File: config.mk
export PLATFORM = sky130hd
export DESIGN_NAME = ptq_ctrl
export DESIGN_NICKNAME = d
export VERILOG_FILES = /design/src/rtl/core/ptq_pkg.sv /design/src/rtl/core/ptq_ctrl.sv
export SDC_FILE = /design/constraint.sdc
export NUM_CORES = 1
export LEC_CHECK = 0
export ABC_CLOCK_PERIOD_IN_PS = 1440
export BUFFER_PORTS_ARGS = -buffer_cell sky130_fd_sc_hd__buf_2
export CORE_AREA = 2 2 39 41
export DETAILED_ROUTE_END_ITERATION = 8
export DIE_AREA = 0 0 41 43
export PLACE_DENSITY = 0.44
export SKIP_LAST_GASP = 1
export SYNTH_ARGS = -nofsm -noshare
export SYNTH_HDL_FRONTEND = slang
export SYNTH_SLANG_ARGS = --single-unit
File: constraint.sdc
create_clock -name clk -period 1.44 [get_ports clk]
set_clock_uncertainty 0.1 [all_clocks]
set_input_delay 0.144 -clock clk [delete_from_list [all_inputs] [get_ports clk]]
set_output_delay 0.144 -clock clk [all_outputs]
set_load 0.005 [all_outputs]
File: src/rtl/core/ptq_pkg.sv
// ptq_pkg: shared types, codes and widths for the priority transmit queue
// used by ptq_regs, ptq_ctrl, ptq_dp and priority_tx_queue_flow_control
package ptq_pkg;

	localparam int QUEUE_DEPTH_DEF = 128;
	localparam int NUM_CLASSES_DEF = 3;

	localparam int TAG_W     = 8;
	localparam int LEN_W     = 11;
	localparam int CMD_W     = 2;
	localparam int PRIO_W    = 2;
	localparam int STATUS_W  = 3;
	localparam int OCLASS_W  = 2;
	localparam int CNT_W     = 8;
	localparam int THR_W     = 8;
	localparam int ENTRY_W   = TAG_W + LEN_W;

	localparam int APB_ADDR_W = 3;
	localparam int APB_DATA_W = 32;

	localparam logic [THR_W-1:0] PAUSE_RESET  = 8'd100;
	localparam logic [THR_W-1:0] RESUME_RESET = 8'd20;
	localparam logic [CNT_W-1:0] PENDING_MAX  = 8'd255;

	// register index, taken from paddr[2]
	localparam logic REG_PAUSE  = 1'b0;
	localparam logic REG_RESUME = 1'b1;

	localparam int CLASS_NORMAL = 1;

	typedef enum logic [CMD_W-1:0] {
		CMD_ENQ   = 2'd0,
		CMD_DEQ   = 2'd1,
		CMD_OPEN  = 2'd2,
		CMD_CLOSE = 2'd3
	} cmd_t;

	typedef enum logic [STATUS_W-1:0] {
		STS_OK     = 3'd0,
		STS_BUSY   = 3'd1,
		STS_FULL   = 3'd2,
		STS_EMPTY  = 3'd3,
		STS_CLOSED = 3'd4
	} status_t;

	// controller to datapath commands
	typedef struct packed {
		logic load_in;
		logic exec;
		logic load_out;
	} ptq_cmd_t;

endpackage

File: src/rtl/core/ptq_ctrl.sv
// ptq_ctrl: sequencing state machine and output valid flag
// depends on ptq_pkg; drives ptq_dp through ptq_cmd_t
module ptq_ctrl (
	input  logic              clk,
	input  logic              arst_n,
	input  logic              in_valid,
	output logic              in_ready,
	output logic              out_valid,
	input  logic              out_ready,
	output ptq_pkg::ptq_cmd_t cmd
);
	import ptq_pkg::*;

	typedef enum logic [2:0] {
		ST_IDLE = 3'b001,
		ST_EXEC = 3'b010,
		ST_LOAD = 3'b100
	} state_t;

	state_t state_q;
	state_t state_d;
	logic   out_valid_q;
	logic   out_free;
	logic   in_fire;

	assign out_free = !out_valid_q || out_ready;
	assign in_ready = (state_q == ST_IDLE) || ((state_q == ST_LOAD) && out_free);
	assign in_fire  = in_valid && in_ready;

	assign cmd.load_in  = in_fire;
	assign cmd.exec     = (state_q == ST_EXEC);
	assign cmd.load_out = (state_q == ST_LOAD) && out_free;

	always_comb begin
		state_d = state_q;
		case (state_q)
			ST_IDLE: begin
				if (in_fire) state_d = ST_EXEC;
			end
			ST_EXEC: state_d = ST_LOAD;
			ST_LOAD: begin
				// result goes out and the next transaction may start together
				if (out_free) state_d = in_fire ? ST_EXEC : ST_IDLE;
			end
			default: state_d = ST_IDLE;
		endcase
	end

	always_ff @(posedge clk or negedge arst_n) begin
		if (!arst_n) begin
			state_q     <= ST_IDLE;
			out_valid_q <= 1'b0;
		end else begin
			state_q <= state_d;
			if (cmd.load_out)
				out_valid_q <= 1'b1;
			else if (out_ready)
				out_valid_q <= 1'b0;
		end
	end

	assign out_valid = out_valid_q;

endmodule

---- Word level (Yosys, flattened, before mapping) ----
Cells that the tools add are included.
Widths: inputs -> output; s select.
cells by class
  add/sub/neg operators ................... 0
  $mul .................................... 0
  div/mod/pow operators ................... 0
  $lt $le $gt $ge ......................... 0
  eq/ne operators ......................... 5
  shifts and indexed selects .............. 0
  muxes and demuxes ....................... 6
  bitwise operators ....................... 0
  reduce and logical (&&, ||, !) cells .... 7
operator list
  kind                count
  $pmux 3 s3          1
  $mux 3              2
  $ne 2x2->1 const B  2
  $eq 3x1->1 const B  1
  $eq 3x2->1 const B  1
  $eq 3x3->1 const B  1
  $logic_and 1x1->1   2
  $logic_or 1x1->1    2
  $mux 1              2
  $mux 2              1
  $reduce_and 2->1    1
  $reduce_bool 2->1   1
  $logic_not 1->1     1
storage, ports and cells
  register bits after elaboration ......... 4
  latch bits .............................. 0
  memory bits (writable) .................. 0
  bits in read-only memories .............. 0
  word-level logic and storage cells ...... 20
  memories ................................ 0

---- Depth between registers and ports, before layout ----
  depth in word-level cells ............... 8
  gate-level depth with buffers ........... 4
  mapped depth without buffers ............ 3

---- Least setup slack after synthesis ----
No wires, ideal clock.
  path kind ............................... register to output
  from .................................... reg state_q[0]
  to ...................................... out cmd[2] (netlist bit)
  data arrival time ....................... 1.097 ns
  slack ................................... 0.099 ns
  cell stages (with the launch flop) ...... 5
  path buffers ............................ 1
  cell sequence ........................... dfstp_2 and2b_2 a21oi_2 nor3b_1 buf_4
between the ends
  cells in the longest elaborated chain, start to end .. 4
  elaborated cells between the ends (all ways) .. 5
  classes of those cells .................. 2 x eq/ne; 3 x reduce/logical
ends and longest elaborated chain
  what                    line            text
  start, declared         ptq_ctrl.sv:20  state_t state_q;
  start signal, assigned  ptq_ctrl.sv:54  state_q <= state_d;
  $eq 3x3->1              ptq_ctrl.sv:27  assign in_ready = (state_q == ST_IDLE) || ((state_q == ST_LOAD) && out_free);
  $logic_and 1x1->1       ptq_ctrl.sv:27
  $logic_or 1x1->1 (*)    ptq_ctrl.sv:27
  $logic_and 1x1->1 (*)   ptq_ctrl.sv:28  assign in_fire = in_valid && in_ready;
  end, declared           ptq_ctrl.sv:10  output ptq_pkg::ptq_cmd_t cmd
Every way passes the cells marked *; elsewhere a longest branch is shown, timed or not.

==> out/results.ini <==
[pwr]
p_leak_nw=0.171
finalPower_w=0.000601
ir_drop_v=0.000474
power_density_nw_per_um2=1750

[synthesis]
yosys.cell_types.count=16
yosys.area.top_type_share_pct=33.3
yosys_warnings=0
syn_area_um2=225
ys_seq_area_share_pct=45.0
synthTopCellsByArea=dfrtp_1, dfstp_2, nor3b_1
ys_ff_latch=4
netlist_instances=24
avgSynthCellArea_um2=9.38
yosys.area.top_type=dfrtp_1
synth_nets=28

[timing]
period_share_pct=110
setup_tns_ns=-0.352
finalHoldViolations=0
rsz0062_at_grt=true
final_max_slew_viol_count=0
period_needed_ns=1.58
fmax_mhz=632
tightest_slew_ns=0.208
setup_violations=3
setup_ws_ns=-0.143
relSlewSlack_pct=86.1

[die]
core_area_um2=1380
die-area_um2=1760
row_count=14
die_w_um=41
start_util_pct=16.3
die_y_um=43
pin_count=9

[clocking]
worstSkewPairLatency_ns=0.24
htree_levels=1
numCtsBuffers=3
clkTransAtPathRegs_ns=0.04
clockBufferDepth=2
clock-sinks=4
cts_tree=yes
root_buffer=clkbuf_4

[route]
vias=203
drc=0
viasPerCell=3.76
drt_first_pass_iters=2
avgRoutedWirePerCell_um=8.83
initialDrtViolationCount=1
ant_nets=0
routed_wirelength_um=477

[finish]
drive_gt1_share_pct=47.4
fin_util_pct=24.9
nNetsFinal=43
antennaDiodeCount=0
fillCellCount=155
instances_no_fill=54
final_cell_mix=buf_2, nor2_1, clkbuf_4, dfrtp_1
layout_commonest_cell=buf_2
syn_to_final_growth_pct=52.8

[outcome]
outcome=finished with violations
violations=negative setup slack

[worst_setup_path]
max_stage_delay_ns=0.53
arrival_ns=1.34
start_kind=flip-flop
slowest_stage=dfstp_2
crit_type=flip-flop to output pin
cp_max_fo=3
crit_chain=and2b_2 > a21oi_4 > nor3b_1 > buf_2
cp.required_ns=1.20
end_kind=output pin

[global_route]
grt_overflow=0
antenna_found_initial=0
grtUsageTotal_pct=6.86
grt_pass1_vias=212
grt_pass1_wl_um=772
grt_max_degree=7

[placement]
io_buffers=8
hpwl_um=355
gp_congestion=0.583
dp_slack_ns=0.0582
dp.cells=47

[hold_path]
hold_class=input pin to flip-flop

[run]
cap_violations=0

[sequential cells by signal, summed over array words and instances (netlist names)]
name       count
state_q        3
out_valid      1
[per-layer routing]
layer,global-route usage [%],vias up,part of all wire [%]
met4,8.00,0,0
met5,0,-,0
met1,8.50,90,46
met2,8.44,7,45
li1,-,106,-
met3,1.57,0,8.6
[through the flow]
step	hold slack, ns	area [um^2]
6_report	0.105	344
5_1_grt	0.109	344
4_1_cts	0.0986	339
3_5_place_dp	-0.149	278
3_3_place_gp	-0.147	278
2_1_floorplan	-0.252	225
[synth_stat cells, drive strengths merged]
cell type	instances
dfrtp	3
a21oi	2
nand3	1
buf	1
nand2b	2
o21a	1
and2b	1
a31oi	1
dfstp	1
inv	1
nor3b	3
nand2	2
nor2	3
nor2b	2
[final timing paths]
| check | startpoint | endpoint | slack [ns] | depth (start not counted) |
|---|---|---|---|---|
| max | state_q[0] | cmd[2] | -0.14 | 4 |
| max reg2reg | state_q[0] | state_q[1] | 0.14 | 4 |
| min in group asynchronous | arst_n | state_q[1] | 0.13 | 2 |
| max in group asynchronous | arst_n | state_q[0] | 0.90 | 2 |
| min reg2reg | state_q[1] | state_q[1] | 0.44 | 1 |
| min | in_valid | state_q[1] | 0.11 | 2 |
[worst max-delay path, delay by kind of cell (launching register included)]
family          cells  cell delay [ns]
compound gates      1             0.15
flops               1             0.53
simple gates        2             0.31
buf+inv             1             0.13
[final cells by class]
class,instances,area [um^2],area share (%)
multi-input cells,18,128,37.1
flip-flops and latches,4,101,29.5
repair buffers,11,65.1,18.9
clock buffers,4,26.3,7.64
well taps,16,20.0,5.82
inverters,1,3.75,1.09
[what timing repair did]
item                                    4_1_cts  5_1_grt
pin swaps                                     1        0
endpoints found under the setup margin        3        3
hold endpoints to repair                      4        0
hold buffers                                  1        0
buffers inserted                              2        0
resized for setup                             2        1
[power by group]
group	switching [W]	total, W	internal [W]
clock	0.0000478	0.000152	0.000104
combinational	0.000108	0.000257	0.000148
sequential	0.0000376	0.000193	0.000155
[cells by family (layout without fill, tap and decap cells)]
| kind of cell | count (synthesis) | count (layout) | share of synthesized area [%] |
|---|---|---|---|
| AND/OR/NAND/NOR | 14 | 14 | 37.8 |
| AO/OA/AOI/OAI | 4 | 4 | 12.2 |
| flip-flops | 4 | 4 | 45.0 |
| buffers and inverters | 2 | 16 | 5.00 |
Note: power is estimated with default switching activity, not from simulation.
