===== src/rtl/core/ptq_pkg.sv =====
// ptq_pkg: shared types, codes and widths for the priority transmit queue
// used by ptq_regs, ptq_ctrl, ptq_dp and priority_tx_queue_flow_control
package ptq_pkg;

	localparam int QUEUE_DEPTH_DEF = 128;
	localparam int NUM_CLASSES_DEF = 3;

	localparam int TAG_W     = 8;
	localparam int LEN_W     = 11;
	localparam int CMD_W     = 2;
	localparam int PRIO_W    = 2;
	localparam int STATUS_W  = 3;
	localparam int OCLASS_W  = 2;
	localparam int CNT_W     = 8;
	localparam int THR_W     = 8;
	localparam int ENTRY_W   = TAG_W + LEN_W;

	localparam int APB_ADDR_W = 3;
	localparam int APB_DATA_W = 32;

	localparam logic [THR_W-1:0] PAUSE_RESET  = 8'd100;
	localparam logic [THR_W-1:0] RESUME_RESET = 8'd20;
	localparam logic [CNT_W-1:0] PENDING_MAX  = 8'd255;

	// register index, taken from paddr[2]
	localparam logic REG_PAUSE  = 1'b0;
	localparam logic REG_RESUME = 1'b1;

	localparam int CLASS_NORMAL = 1;

	typedef enum logic [CMD_W-1:0] {
		CMD_ENQ   = 2'd0,
		CMD_DEQ   = 2'd1,
		CMD_OPEN  = 2'd2,
		CMD_CLOSE = 2'd3
	} cmd_t;

	typedef enum logic [STATUS_W-1:0] {
		STS_OK     = 3'd0,
		STS_BUSY   = 3'd1,
		STS_FULL   = 3'd2,
		STS_EMPTY  = 3'd3,
		STS_CLOSED = 3'd4
	} status_t;

	// controller to datapath commands
	typedef struct packed {
		logic load_in;
		logic exec;
		logic load_out;
	} ptq_cmd_t;

endpackage


===== src/rtl/core/ptq_regs.sv =====
// ptq_regs: apb configuration registers (pause and resume thresholds)
// depends on ptq_pkg
module ptq_regs (
	input  logic                           clk,
	input  logic                           arst_n,
	input  logic                           psel,
	input  logic                           penable,
	input  logic                           pwrite,
	input  logic [ptq_pkg::APB_ADDR_W-1:0] paddr,
	input  logic [ptq_pkg::APB_DATA_W-1:0] pwdata,
	output logic [ptq_pkg::APB_DATA_W-1:0] prdata,
	output logic                           pready,
	output logic [ptq_pkg::THR_W-1:0]      pause_thr,
	output logic [ptq_pkg::THR_W-1:0]      resume_thr
);
	import ptq_pkg::*;

	logic [THR_W-1:0] pause_q;
	logic [THR_W-1:0] resume_q;
	logic             wr_en;

	assign pready = 1'b1;
	assign wr_en  = psel & penable & pwrite;

	always_ff @(posedge clk or negedge arst_n) begin
		if (!arst_n) begin
			pause_q  <= PAUSE_RESET;
			resume_q <= RESUME_RESET;
		end else if (wr_en) begin
			case (paddr[2])
				REG_PAUSE:  pause_q  <= pwdata[THR_W-1:0];
				REG_RESUME: resume_q <= pwdata[THR_W-1:0];
				default: ;
			endcase
		end
	end

	always_comb begin
		case (paddr[2])
			REG_PAUSE:  prdata = {{(APB_DATA_W-THR_W){1'b0}}, pause_q};
			REG_RESUME: prdata = {{(APB_DATA_W-THR_W){1'b0}}, resume_q};
			default:    prdata = '0;
		endcase
	end

	assign pause_thr  = pause_q;
	assign resume_thr = resume_q;

endmodule


===== config.mk =====
export PLATFORM = sky130hd
export DESIGN_NAME = ptq_regs
export DESIGN_NICKNAME = d
export VERILOG_FILES = /design/src/rtl/core/ptq_pkg.sv /design/src/rtl/core/ptq_regs.sv
export SDC_FILE = /design/constraint.sdc
export NUM_CORES = 1
export LEC_CHECK = 0
export BUFFER_PORTS_ARGS = -buffer_cell sky130_fd_sc_hd__buf_2
export CAP_MARGIN = 10
export CORE_ASPECT_RATIO = 0.8
export CORE_MARGIN = 8
export CORE_UTILIZATION = 30
export DETAILED_ROUTE_END_ITERATION = 8
export GPL_ROUTABILITY_DRIVEN = 0
export GPL_TIMING_DRIVEN = 0
export PLACE_DENSITY_LB_ADDON = 0.2
export SKIP_CTS_REPAIR_TIMING = 1
export SLEW_MARGIN = 25
export SYNTH_ARGS = -nofsm -noshare
export SYNTH_HDL_FRONTEND = slang
export SYNTH_SLANG_ARGS = --single-unit

===== constraint.sdc =====
create_clock -name clk -period 2.2 [get_ports clk]
set_input_delay 0.44 -clock clk [delete_from_list [all_inputs] [get_ports clk]]
set_output_delay 0.44 -clock clk [all_outputs]
set_load 0.01 [all_outputs]

# ---- Yosys cells after proc, flatten, opt, wreduce, memory -nomap -nowiden
# Cells that the tools add are included.
dict set report totals {
  regBits 16
  in_bits 40
  out_inout_bits 49
  wordCells 8
}
dict set report classes {
  muxes 1
  bitwise_logic 3
  n_reduce_logical 2
}
# op n
set op_table {}
lappend op_table {{$pmux W32 S2} 1}
lappend op_table {{$reduce_and A2 Y1} 2}
lappend op_table {{$and A1 B1 Y1} 2}
lappend op_table {{$not A1 Y1} 1}

# ---- Logic depth before layout (Yosys ltp)
# Gate-level depths: netlist (run 1).
dict set report depth {
  depth_word 3
  ltp_mapped 3
  mapped_depth_nobuf 2
}

# ---- Worst setup path before layout (run 1)
# OpenSTA, ideal clock, no wires.
dict set report synth_path {
  path_type {in2out}
  from {input paddr[2] in the netlist's numbering}
  to {output prdata[0] in the netlist's numbering}
  arrival_ps 919
  required_time_ps 1760
  path_slack_ps 841
  cell_stages 2
  path_buffers 1
  path_cell_list {buf_6 mux2_2}
}
dict set report synth_via {
  elab_chain_len 2
}
# element line
set synth_lines {}
lappend synth_lines {{start, declared} ptq_regs.sv:9} ;# input logic [ptq_pkg::APB_ADDR_W-1:0] paddr,
lappend synth_lines {{$not A1 Y1 (no line)} n/a}
lappend synth_lines {{$pmux W32 S2 (*)} ptq_regs.sv:39} ;# case (paddr[2])
lappend synth_lines {{end, declared} ptq_regs.sv:11} ;# output logic [ptq_pkg::APB_DATA_W-1:0] prdata,
# Every way passes the cells marked *; elsewhere a longest branch is shown, timed or not. The select of a mux whose other input is x is not followed.

# ---- Final worst setup path (run 1)
dict set report layout_path {
  from {input paddr[2] in the netlist's numbering}
  to {output prdata[1] in the netlist's numbering}
}
# The elaborated chain is that of the path after synthesis.

==> impl_metrics.env, run 1 <==
export IMPL_antenna_found_initial=0
export IMPL_end_kind="output port"
export IMPL_fmax_ghz=0.664
export IMPL_power_switching_uw=299
export IMPL_viasPerCell=3.77
export IMPL_cts_tree="done"
export IMPL_layout_drive_gt1_share=0.729
export IMPL_track_usage=0.0837
export IMPL_cts_sinks=16
export IMPL_io_pins=89
export IMPL_hold_ws_ns=0.0995
export IMPL_port_buffers=36
export IMPL_htree_levels=1
export IMPL_fin_crit_sh=0.684
export IMPL_layout_common_cells="buf_2 (36), buf_4 (25), conb_1 (25), mux2_2 (24), dfrtp_1 (11)"
export IMPL_hpwl_um=1770
export IMPL_hp_class="primary input to asynchronous set/reset pin"
export IMPL_hold_violations=0
export IMPL_comb_power_share=0.339
export IMPL_layout_cells_most_common="buf_2"
export IMPL_yosys_area_top_type="dfrtp_1"
export IMPL_p_leak_nw=0.706
export IMPL_fp_coreArea_um2=3020
export IMPL_worstSetupPathType="primary input to output port"
export IMPL_die_w_um=78.2
export IMPL_grt_ovfl_total=0
export IMPL_cpMaxStageDelayCell="mux2_2"
export IMPL_worstPathCellList="buf_6, mux2_2, buf_2"
export IMPL_die_y_um=65.8
export IMPL_skew_ns=0
export IMPL_drv_slew=0
export IMPL_clkPwrFrac=0.250
export IMPL_grt_pass1_wl_um=3470
export IMPL_die_area_um2=5140
export IMPL_cp_buffers_inverters=2
export IMPL_max_stage_delay_ns=0.34
export IMPL_syn_avg_cell_area_um2=13.3
export IMPL_yosys_cell_types_count=8
export IMPL_setup_ws_ns=0.694
export IMPL_clock_latency_ns=0.25
export IMPL_vias=653
export IMPL_start_kind="primary input"
export IMPL_seq_area_um2=407
export IMPL_start_util=0.308
export IMPL_fp_row_count=18
export IMPL_clockBufferDepth=2
export IMPL_firstDrtPassIters=2
export IMPL_status="completed"
export IMPL_clk_pin_slew_worst_paths_ns=0.06
export IMPL_ant_nets=0
export IMPL_fin_crit_ns=1.51
export IMPL_rr_endpoint="resume_thr[1]"
export IMPL_yosys_area_top_type_share=0.296
export IMPL_drt_iter0_drc=9
export IMPL_r2r_start="resume_thr[1]"
export IMPL_r2r_cells=1
export IMPL_mappedNetlistArea_um2=928
export IMPL_arrival_ns=1.07
export IMPL_setup_violations=0
export IMPL_numCtsBuffers=3
export IMPL_yosysSeqAreaShare=0.438
export IMPL_ff2ff_setup_slack_ns=1.43
export IMPL_ir_drop_mv=0.504
export IMPL_wl_per_cell_um=12.3
export IMPL_critPathMaxFanout=10
export IMPL_seq_power_share=0.411
export IMPL_root_buffer="clkbuf_8"
export IMPL_diodes=0
export IMPL_internal_power_uw=716
export IMPL_ys_seq_elements=16
export IMPL_wl_um=2130
export IMPL_swShare=0.294
export IMPL_syn_instance_count=70
export IMPL_multi_input_area_um2=409
export IMPL_grt_pass1_vias=754
export IMPL_totalNegativeSetupSlack_ns=0
export IMPL_drc=0
export IMPL_crit_family="multiplexers"
export IMPL_p_per_area_nw_per_um2=781
export IMPL_synthToLayoutAreaGrowth_pct=40.0
export IMPL_nFillCells=317
export IMPL_worstPathRequired_ns=1.76
export IMPL_pre_cts_ws_ns=0.680
export IMPL_grt_max_degree=17
export IMPL_rsz0062_at_grt="false"
export IMPL_drv_cap=0
export IMPL_ys_warn_count=0
export IMPL_nNetsFinal=174
export IMPL_ys_top_cells_by_area="dfrtp_1 (30%), mux2_2 (29%), buf_4 (20%)"
-- final cells by class --
cell class                      instances  share of cell area
Buffer                                 26               0.153
Tap cell                               40              0.0385
Multi-Input combinational cell         51               0.315
Clock buffer                            4              0.0423
Timing Repair Buffer                   36               0.139
Sequential cell                        16               0.313
-- synthesized netlist by cell type, drive strengths merged --
cell and instances:
nand4 1, nand4b 1, dfstp 5, conb 2
buf 26, dfrtp 11, mux2 24
-- state kept, by name, indices dropped and copies added, names as in the netlist --
name / cells
pause_thr: 8
resume_thr: 8
-- cell families (layout without fill, tap and decap cells) --
group | Yosys count | in the layout | share of synthesized area
buf+inv | 26 | 66 | 0.214
flops | 16 | 16 | 0.438
mux | 24 | 24 | 0.291
other cells | 2 | 25 | 0.00809
simple gates | 2 | 2 | 0.0485
-- power groups by stage --
stage	Clock (mW)	Combinational, mW	Sequential (mW)
6_report	0.254	0.344	0.417
5_1_grt	0.285	0.377	0.429
4_1_cts	0.267	0.350	0.417
3_5_place_dp	0	0.349	0.422
3_3_place_gp	0	0.345	0.416
2_1_floorplan	0	0.176	0.451
-- metal layers --
| metal | global-route usage | routed length, um | vias to the layer above |
|---|---|---|---|
| met1 | 0.0848 | 844 | 301 |
| met5 | 0 | 0 | - |
| met3 | 0.0518 | 240 | 0 |
| met4 | 0.00691 | 0 | 0 |
| li1 | - | - | 314 |
| met2 | 0.150 | 1040 | 38 |
-- metrics by stage --
stage | total power, mW | std cells | util | cell area, um^2
floorplan | 0.627 | 93 | - | 1010
global placement | 0.762 | 169 | 0.413 | 1240
detailed placement | 0.771 | 169 | 0.413 | 1240
CTS | 1.03 | 173 | 0.431 | 1300
global route | 1.09 | 173 | 0.431 | 1300
finish | 1.01 | 173 | 0.431 | 1300
-- worst max-delay path by stage --
stage | cells past startpoint | slack, ns | to | start
floorplan | 2 | 0.84 | prdata[0] | paddr[2]
global placement | 3 | 0.69 | prdata[0] | paddr[2]
detailed placement | 3 | 0.68 | prdata[4] | paddr[2]
CTS | 3 | 0.68 | prdata[4] | paddr[2]
global route | 3 | 0.66 | prdata[1] | paddr[2]
finish | 3 | 0.69 | prdata[1] | paddr[2]
Note: power is estimated with default switching activity, not from simulation.
==> run 2: changes to the inputs <==
--- a/config.mk
+++ b/config.mk
@@ -5,6 +5,7 @@
 export SDC_FILE = /design/constraint.sdc
 export NUM_CORES = 1
 export LEC_CHECK = 0
+export ABC_AREA = 1
 export BUFFER_PORTS_ARGS = -buffer_cell sky130_fd_sc_hd__buf_2
 export CAP_MARGIN = 10
 export CORE_ASPECT_RATIO = 0.8
==> constraint.sdc (replaced) <==
create_clock -name clk -period 1.2 [get_ports clk]
set_input_delay 0.24 -clock clk [delete_from_list [all_inputs] [get_ports clk]]
set_output_delay 0.24 -clock clk [all_outputs]
set_load 0.01 [all_outputs]
==> run 2 against run 1 <==
Effect of this change: the run now ends with negative setup slack left; sequential power increased by 78%; die area increased by 2.3%; clock power increased by 61%; clock skew unchanged; critical path depth unchanged; power increased by 73%; area after synthesis increased by 3.0%; synthesized cell count increased by 79%; cell count increased by 33%; largest cell class is now buffers; largest power group unchanged; highest routed layer is now met4.
==> impl_metrics.env, run 2 <==
export IMPL_async_flop_share=1.00
export IMPL_fin_crit_sh=1.04
export IMPL_clock_latency_ns=0.24
export IMPL_fmax_ghz=0.798
export IMPL_syn_instance_count=125
export IMPL_start_kind="flop"
export IMPL_power_switching_uw=582
export IMPL_die_y_um=66.5
export IMPL_viasPerCell=4.06
export IMPL_failed_checks="negative setup slack"
export IMPL_cpMaxStageDelayCell="dfstp_2"
export IMPL_setup_ws_ns=-0.0535
export IMPL_rsz0062_at_grt="true"
export IMPL_drc=0
export IMPL_cts_sinks=16
export IMPL_setup_violations=6
export IMPL_r2r_cells=3
export IMPL_port_buffers=36
export IMPL_ff2ff_setup_slack_ns=0.40
export IMPL_yosys_top_cells_count="nand2_1 (57), buf_4 (26), nand3_1 (16)"
export IMPL_io_pins=89
export IMPL_die_w_um=79.1
export IMPL_pre_cts_ws_ns=-0.157
export IMPL_nFillCells=321
export IMPL_firstDrtPassIters=4
export IMPL_yosys_cell_types_count=11
export IMPL_nNetsFinal=231
export IMPL_min_delay_path_depth=3
export IMPL_p_per_area_nw_per_um2=1290
export IMPL_yosys_area_top_type="dfrtp_1"
export IMPL_r2r_start="pause_thr[2]"
export IMPL_yosysSeqAreaShare=0.425
export IMPL_yosys_area_top_type_share=0.288
export IMPL_status="finished with violations"
export IMPL_antenna_found_initial=0
export IMPL_start_util=0.312
export IMPL_grt_pass1_wl_um=4270
export IMPL_hpwl_um=2130
export IMPL_fp_row_count=18
export IMPL_critPathMostFrequentCell="nand2_1"
export IMPL_critPathMaxFanout=3
export IMPL_vias=933
export IMPL_arrival_ns=1.01
export IMPL_cts_tree="done"
export IMPL_p_leak_nw=0.840
export IMPL_placed_cell_area_um2=1270
export IMPL_wl_per_cell_um=11.7
export IMPL_drv_cap=0
export IMPL_htree_levels=1
export IMPL_wl_um=2700
export IMPL_track_usage=0.102
export IMPL_ant_nets=0
export IMPL_grt_ovfl_total=0
export IMPL_swShare=0.331
export IMPL_layout_drive_gt1_share=0.421
export IMPL_worstPathCellList="nand2_1, nand2_1, buf_2"
export IMPL_end_kind="output port"
export IMPL_fp_coreArea_um2=3060
export IMPL_synth_ff_type="dfrtp_1"
export IMPL_fin_util=0.446
export IMPL_min_from="pwdata[2]"
export IMPL_rr_endpoint="pause_thr[2]"
export IMPL_ys_seq_elements=16
export IMPL_seq_power_share=0.423
export IMPL_layout_cells_most_common="nand2_1"
export IMPL_die_area_um2=5260
export IMPL_hp_class="primary input to flop"
export IMPL_mappedNetlistArea_um2=956
export IMPL_clkPwrFrac=0.233
export IMPL_worstHoldEndpoint="pause_thr[2]"
export IMPL_comb_power_share=0.344
export IMPL_internal_power_mw=1.18
export IMPL_design_area_um2=1370
export IMPL_grt_max_degree=17
export IMPL_hold_violations=0
export IMPL_layout_common_cells="nand2_1 (55), buf_2 (34), buf_4 (29), conb_1 (25), nand3_1 (16)"
export IMPL_worstSetupPathType="flop to output port"
export IMPL_skew_ns=0
export IMPL_clk_pin_slew_worst_paths_ns=0.06
export IMPL_synth_edf_count=0
export IMPL_syn_avg_cell_area_um2=7.65
export IMPL_synthToLayoutAreaGrowth_pct=42.9
export IMPL_post_synth_top_count_cell="nand2_1"
export IMPL_ir_drop_mv=0.576
export IMPL_clockBufferDepth=2
export IMPL_root_buffer="clkbuf_8"
export IMPL_worstPathRequired_ns=0.96
export IMPL_diodes=0
export IMPL_grt_pass1_vias=918
export IMPL_drv_slew=0
export IMPL_fin_crit_ns=1.25
export IMPL_numCtsBuffers=3
export IMPL_ys_warn_count=0
export IMPL_ys_top_cells_by_area="dfrtp_1 (29%), nand2_1 (22%), buf_4 (20%)"
export IMPL_drt_iter0_drc=37
export IMPL_max_stage_delay_ns=0.54
run 2: area by class of cell:
type / count / area [um^2] / area share
inverters: 2 / 10.0 / 0.00733
clock buffers: 4 / 45.0 / 0.0330
flip-flops and latches: 16 / 407 / 0.298
repair buffers: 39 / 224 / 0.164
multi-input cells: 101 / 423 / 0.310
plain buffers: 28 / 208 / 0.152
well taps: 40 / 50.0 / 0.0366
run 2: worst max-delay path, delay by kind of cell (launching register included):
kind | cells | cell delay [ns]
buffers and inverters | 1 | 0.12
AND/OR/NAND/NOR | 2 | 0.11
flip-flops | 1 | 0.54
run 2: logic make-up (layout without fill, tap and decap cells):
logic type / count (synthesis) / after routing / synth area share
other: 2 / 25 / 0.00786
DFF: 16 / 16 / 0.425
buffers and inverters: 31 / 73 / 0.228
and+or+nand+nor: 76 / 76 / 0.339
run 2: worst max-delay path by stage:
stage,start,end,slack (ns),depth (start not counted)
after floorplan,paddr[2],prdata[0],0.13,5
after detailed placement,paddr[2],prdata[6],-0.16,6
after global placement,paddr[2],prdata[0],-0.15,6
after global routing,pause_thr[6],prdata[6],-0.11,3
final,pause_thr[5],prdata[5],-0.05,3
after CTS,paddr[2],prdata[6],-0.16,6
run 2: through the flow:
| stage | power, mW | hold WS [ns] | TNS, ns | instances |
|---|---|---|---|---|
| 6_report | 1.76 | 0.219 | -0.200 | 230 |
| 5_1_grt | 1.88 | 0.216 | -0.572 | 230 |
| 4_1_cts | 1.72 | -0.0857 | -1.16 | 228 |
| 3_5_place_dp | 1.31 | 0.178 | -1.16 | 224 |
| 3_3_place_gp | 1.29 | 0.162 | -1.16 | 224 |
| 2_1_floorplan | 1.07 | -0.0556 | 0 | 148 |
run 2: per-layer routing:
metal | up-vias | GRT usage | part of all wire | wire length, um
met5 | - | 0 | 0 | 0
met4 | 0 | 0.0276 | 0.0063 | 17
met3 | 4 | 0.0417 | 0.097 | 263
met2 | 43 | 0.167 | 0.47 | 1260
met1 | 417 | 0.122 | 0.43 | 1160
li1 | 469 | - | - | -
run 2: power by group through the flow:
stage               clock, mW  combinational (mW)  sequential (mW)
floorplan                   0               0.273            0.793
global placement            0               0.549            0.746
detailed placement          0               0.558            0.750
CTS                     0.416               0.559            0.746
global route            0.447               0.673            0.757
finish                  0.410               0.604            0.743
==> run 3: changes to the inputs <==
--- a/config.mk
+++ b/config.mk
@@ -14,7 +14,7 @@
 export DETAILED_ROUTE_END_ITERATION = 8
 export GPL_ROUTABILITY_DRIVEN = 0
 export GPL_TIMING_DRIVEN = 0
-export PLACE_DENSITY_LB_ADDON = 0.2
+export PLACE_DENSITY = 0.7
 export SKIP_CTS_REPAIR_TIMING = 1
 export SLEW_MARGIN = 25
 export SYNTH_ARGS = -nofsm -noshare
==> run 3 against run 2 <==
Effect of this change: the flow still finishes with violations (negative setup slack); clock-buffer cell count unchanged; clock power barely moved; sequential share of layout area decreased by 0.30 points; sequential cell count did not move; critical path type unchanged; critical endpoint is now prdata[4]; largest power group unchanged; highest routed layer unchanged.
==> impl_metrics.env, run 3 (synthesis gave the netlist of run 2 again) <==
export IMPL_status="finished with violations"
export IMPL_failed_checks="negative setup slack"
export IMPL_fin_cells=231
export IMPL_worstPathRequired_ns=0.96
export IMPL_antenna_found_initial=0
export IMPL_met1_usage=0.0911
export IMPL_fin_util=0.451
export IMPL_clock_latency_ns=0.24
export IMPL_arrival_ns=1.02
export IMPL_end_kind="output port"
export IMPL_grt_max_degree=17
export IMPL_worstSetupPathType="flop to output port"
export IMPL_fp_coreArea_um2=3060
export IMPL_firstDrtPassIters=4
export IMPL_grt_ovfl_total=0
export IMPL_layout_common_cells="nand2_1 (57), buf_2 (33), buf_4 (29), conb_1 (25), nand3_1 (16)"
export IMPL_root_buffer="clkbuf_8"
export IMPL_ir_drop_mv=0.613
export IMPL_nNetsFinal=232
export IMPL_fin_crit_sh=1.05
export IMPL_drv_slew=0
export IMPL_ant_nets=0
export IMPL_cp_buffers_inverters=1
export IMPL_drc=0
export IMPL_total_power_mw=1.75
export IMPL_diodes=0
export IMPL_drv_cap=0
export IMPL_hpwl_um=2080
export IMPL_io_pins=89
export IMPL_layout_cells_most_common="nand2_1"
export IMPL_worstPathCellList="nand2_1, nand2_1, buf_2"
export IMPL_fp_row_count=18
export IMPL_busiest_layer="met2"
export IMPL_cts_sinks=16
export IMPL_numCtsBuffers=3
export IMPL_htree_levels=1
export IMPL_cpMaxStageDelayCell="dfstp_2"
export IMPL_critPathMaxFanout=2
export IMPL_p_per_area_nw_per_um2=1270
export IMPL_clk_pin_slew_worst_paths_ns=0.06
export IMPL_layout_drive_gt1_share=0.414
export IMPL_port_buffers=36
export IMPL_die_area_um2=5260
export IMPL_start_kind="flop"
export IMPL_wl_per_cell_um=11.6
export IMPL_start_util=0.312
export IMPL_p_leak_nw=0.848
export IMPL_clockBufferDepth=2
export IMPL_placed_cell_area_um2=1270
export IMPL_setup_violations=6
export IMPL_pre_cts_ws_ns=-0.145
export IMPL_cts_tree="done"
export IMPL_met2_usage=0.197
export IMPL_hold_violations=0
export IMPL_seq_area_um2=407
export IMPL_die_w_um=79.1
export IMPL_gr_usage_met3=0.0417
export IMPL_design_area_um2=1380
export IMPL_viasPerCell=4.00
export IMPL_synthToLayoutAreaGrowth_pct=44.4
export IMPL_rsz0062_at_grt="true"
export IMPL_setup_ws_ns=-0.0568
export IMPL_drt_iter0_drc=52
export IMPL_crit_family="flip-flops"
export IMPL_vias=924
export IMPL_skew_ns=0
export IMPL_fmax_ghz=0.796
export IMPL_fin_crit_ns=1.26
export IMPL_placed_cells=224
export IMPL_wl_um=2670
export IMPL_grt_pass1_wl_um=4110
export IMPL_multi_input_area_um2=418
export IMPL_grt_pass1_vias=886
export IMPL_totalNegativeSetupSlack_ns=-0.213
export IMPL_die_y_um=66.5
export IMPL_nFillCells=340
export IMPL_hp_class="primary input to flop"
export IMPL_hold_ws_ns=0.216
export IMPL_critPathMostFrequentCell="nand2_1"
export IMPL_max_stage_delay_ns=0.53
export IMPL_track_usage=0.100
-- run 3: power by group --
| group | total, mW | internal, mW | switching [mW] | leakage (nW) |
|---|---|---|---|---|
| Combinational | 0.603 | 0.279 | 0.324 | 0.635 |
| Sequential | 0.738 | 0.665 | 0.0736 | 0.191 |
| Clock | 0.410 | 0.235 | 0.175 | 0.0228 |
| Total | 1.75 | 1.18 | 0.572 | 0.848 |
-- run 3: tightest hold or removal path, delay by kind of cell --
kind	cells	cell delay (ns)
simple gates	2	0.12
buf+inv	1	0.10
-- run 3: routing by layer --
metal / vias to the layer above / share of wire
li1: 471 / -
met3: 2 / 0.11
met5: - / 0
met2: 37 / 0.52
met1: 414 / 0.36
met4: 0 / 0.011
-- run 3: worst paths after layout --
| check | start | endpoint | slack [ns] | depth (start not counted) |
|---|---|---|---|---|
| setup / recovery | resume_thr[4] | prdata[4] | -0.06 | 3 |
| hold / removal | pwdata[6] | pause_thr[6] | 0.22 | 3 |
| setup reg to reg | resume_thr[4] | resume_thr[4] | 0.39 | 3 |
| hold reg to reg | pause_thr[6] | pause_thr[6] | 0.47 | 2 |
| max in group asynchronous | arst_n | pause_thr[5] | 0.45 | 2 |
| min in group asynchronous | arst_n | resume_thr[7] | 0.44 | 2 |
-- run 3: layout make-up --
class | count | share of cell area
multi-input combinational | 101 | 0.303
sequential | 16 | 0.295
timing repair buffer | 39 | 0.162
buffer | 29 | 0.160
tap | 40 | 0.0363
clock buffer | 4 | 0.0326
inverter | 2 | 0.0109
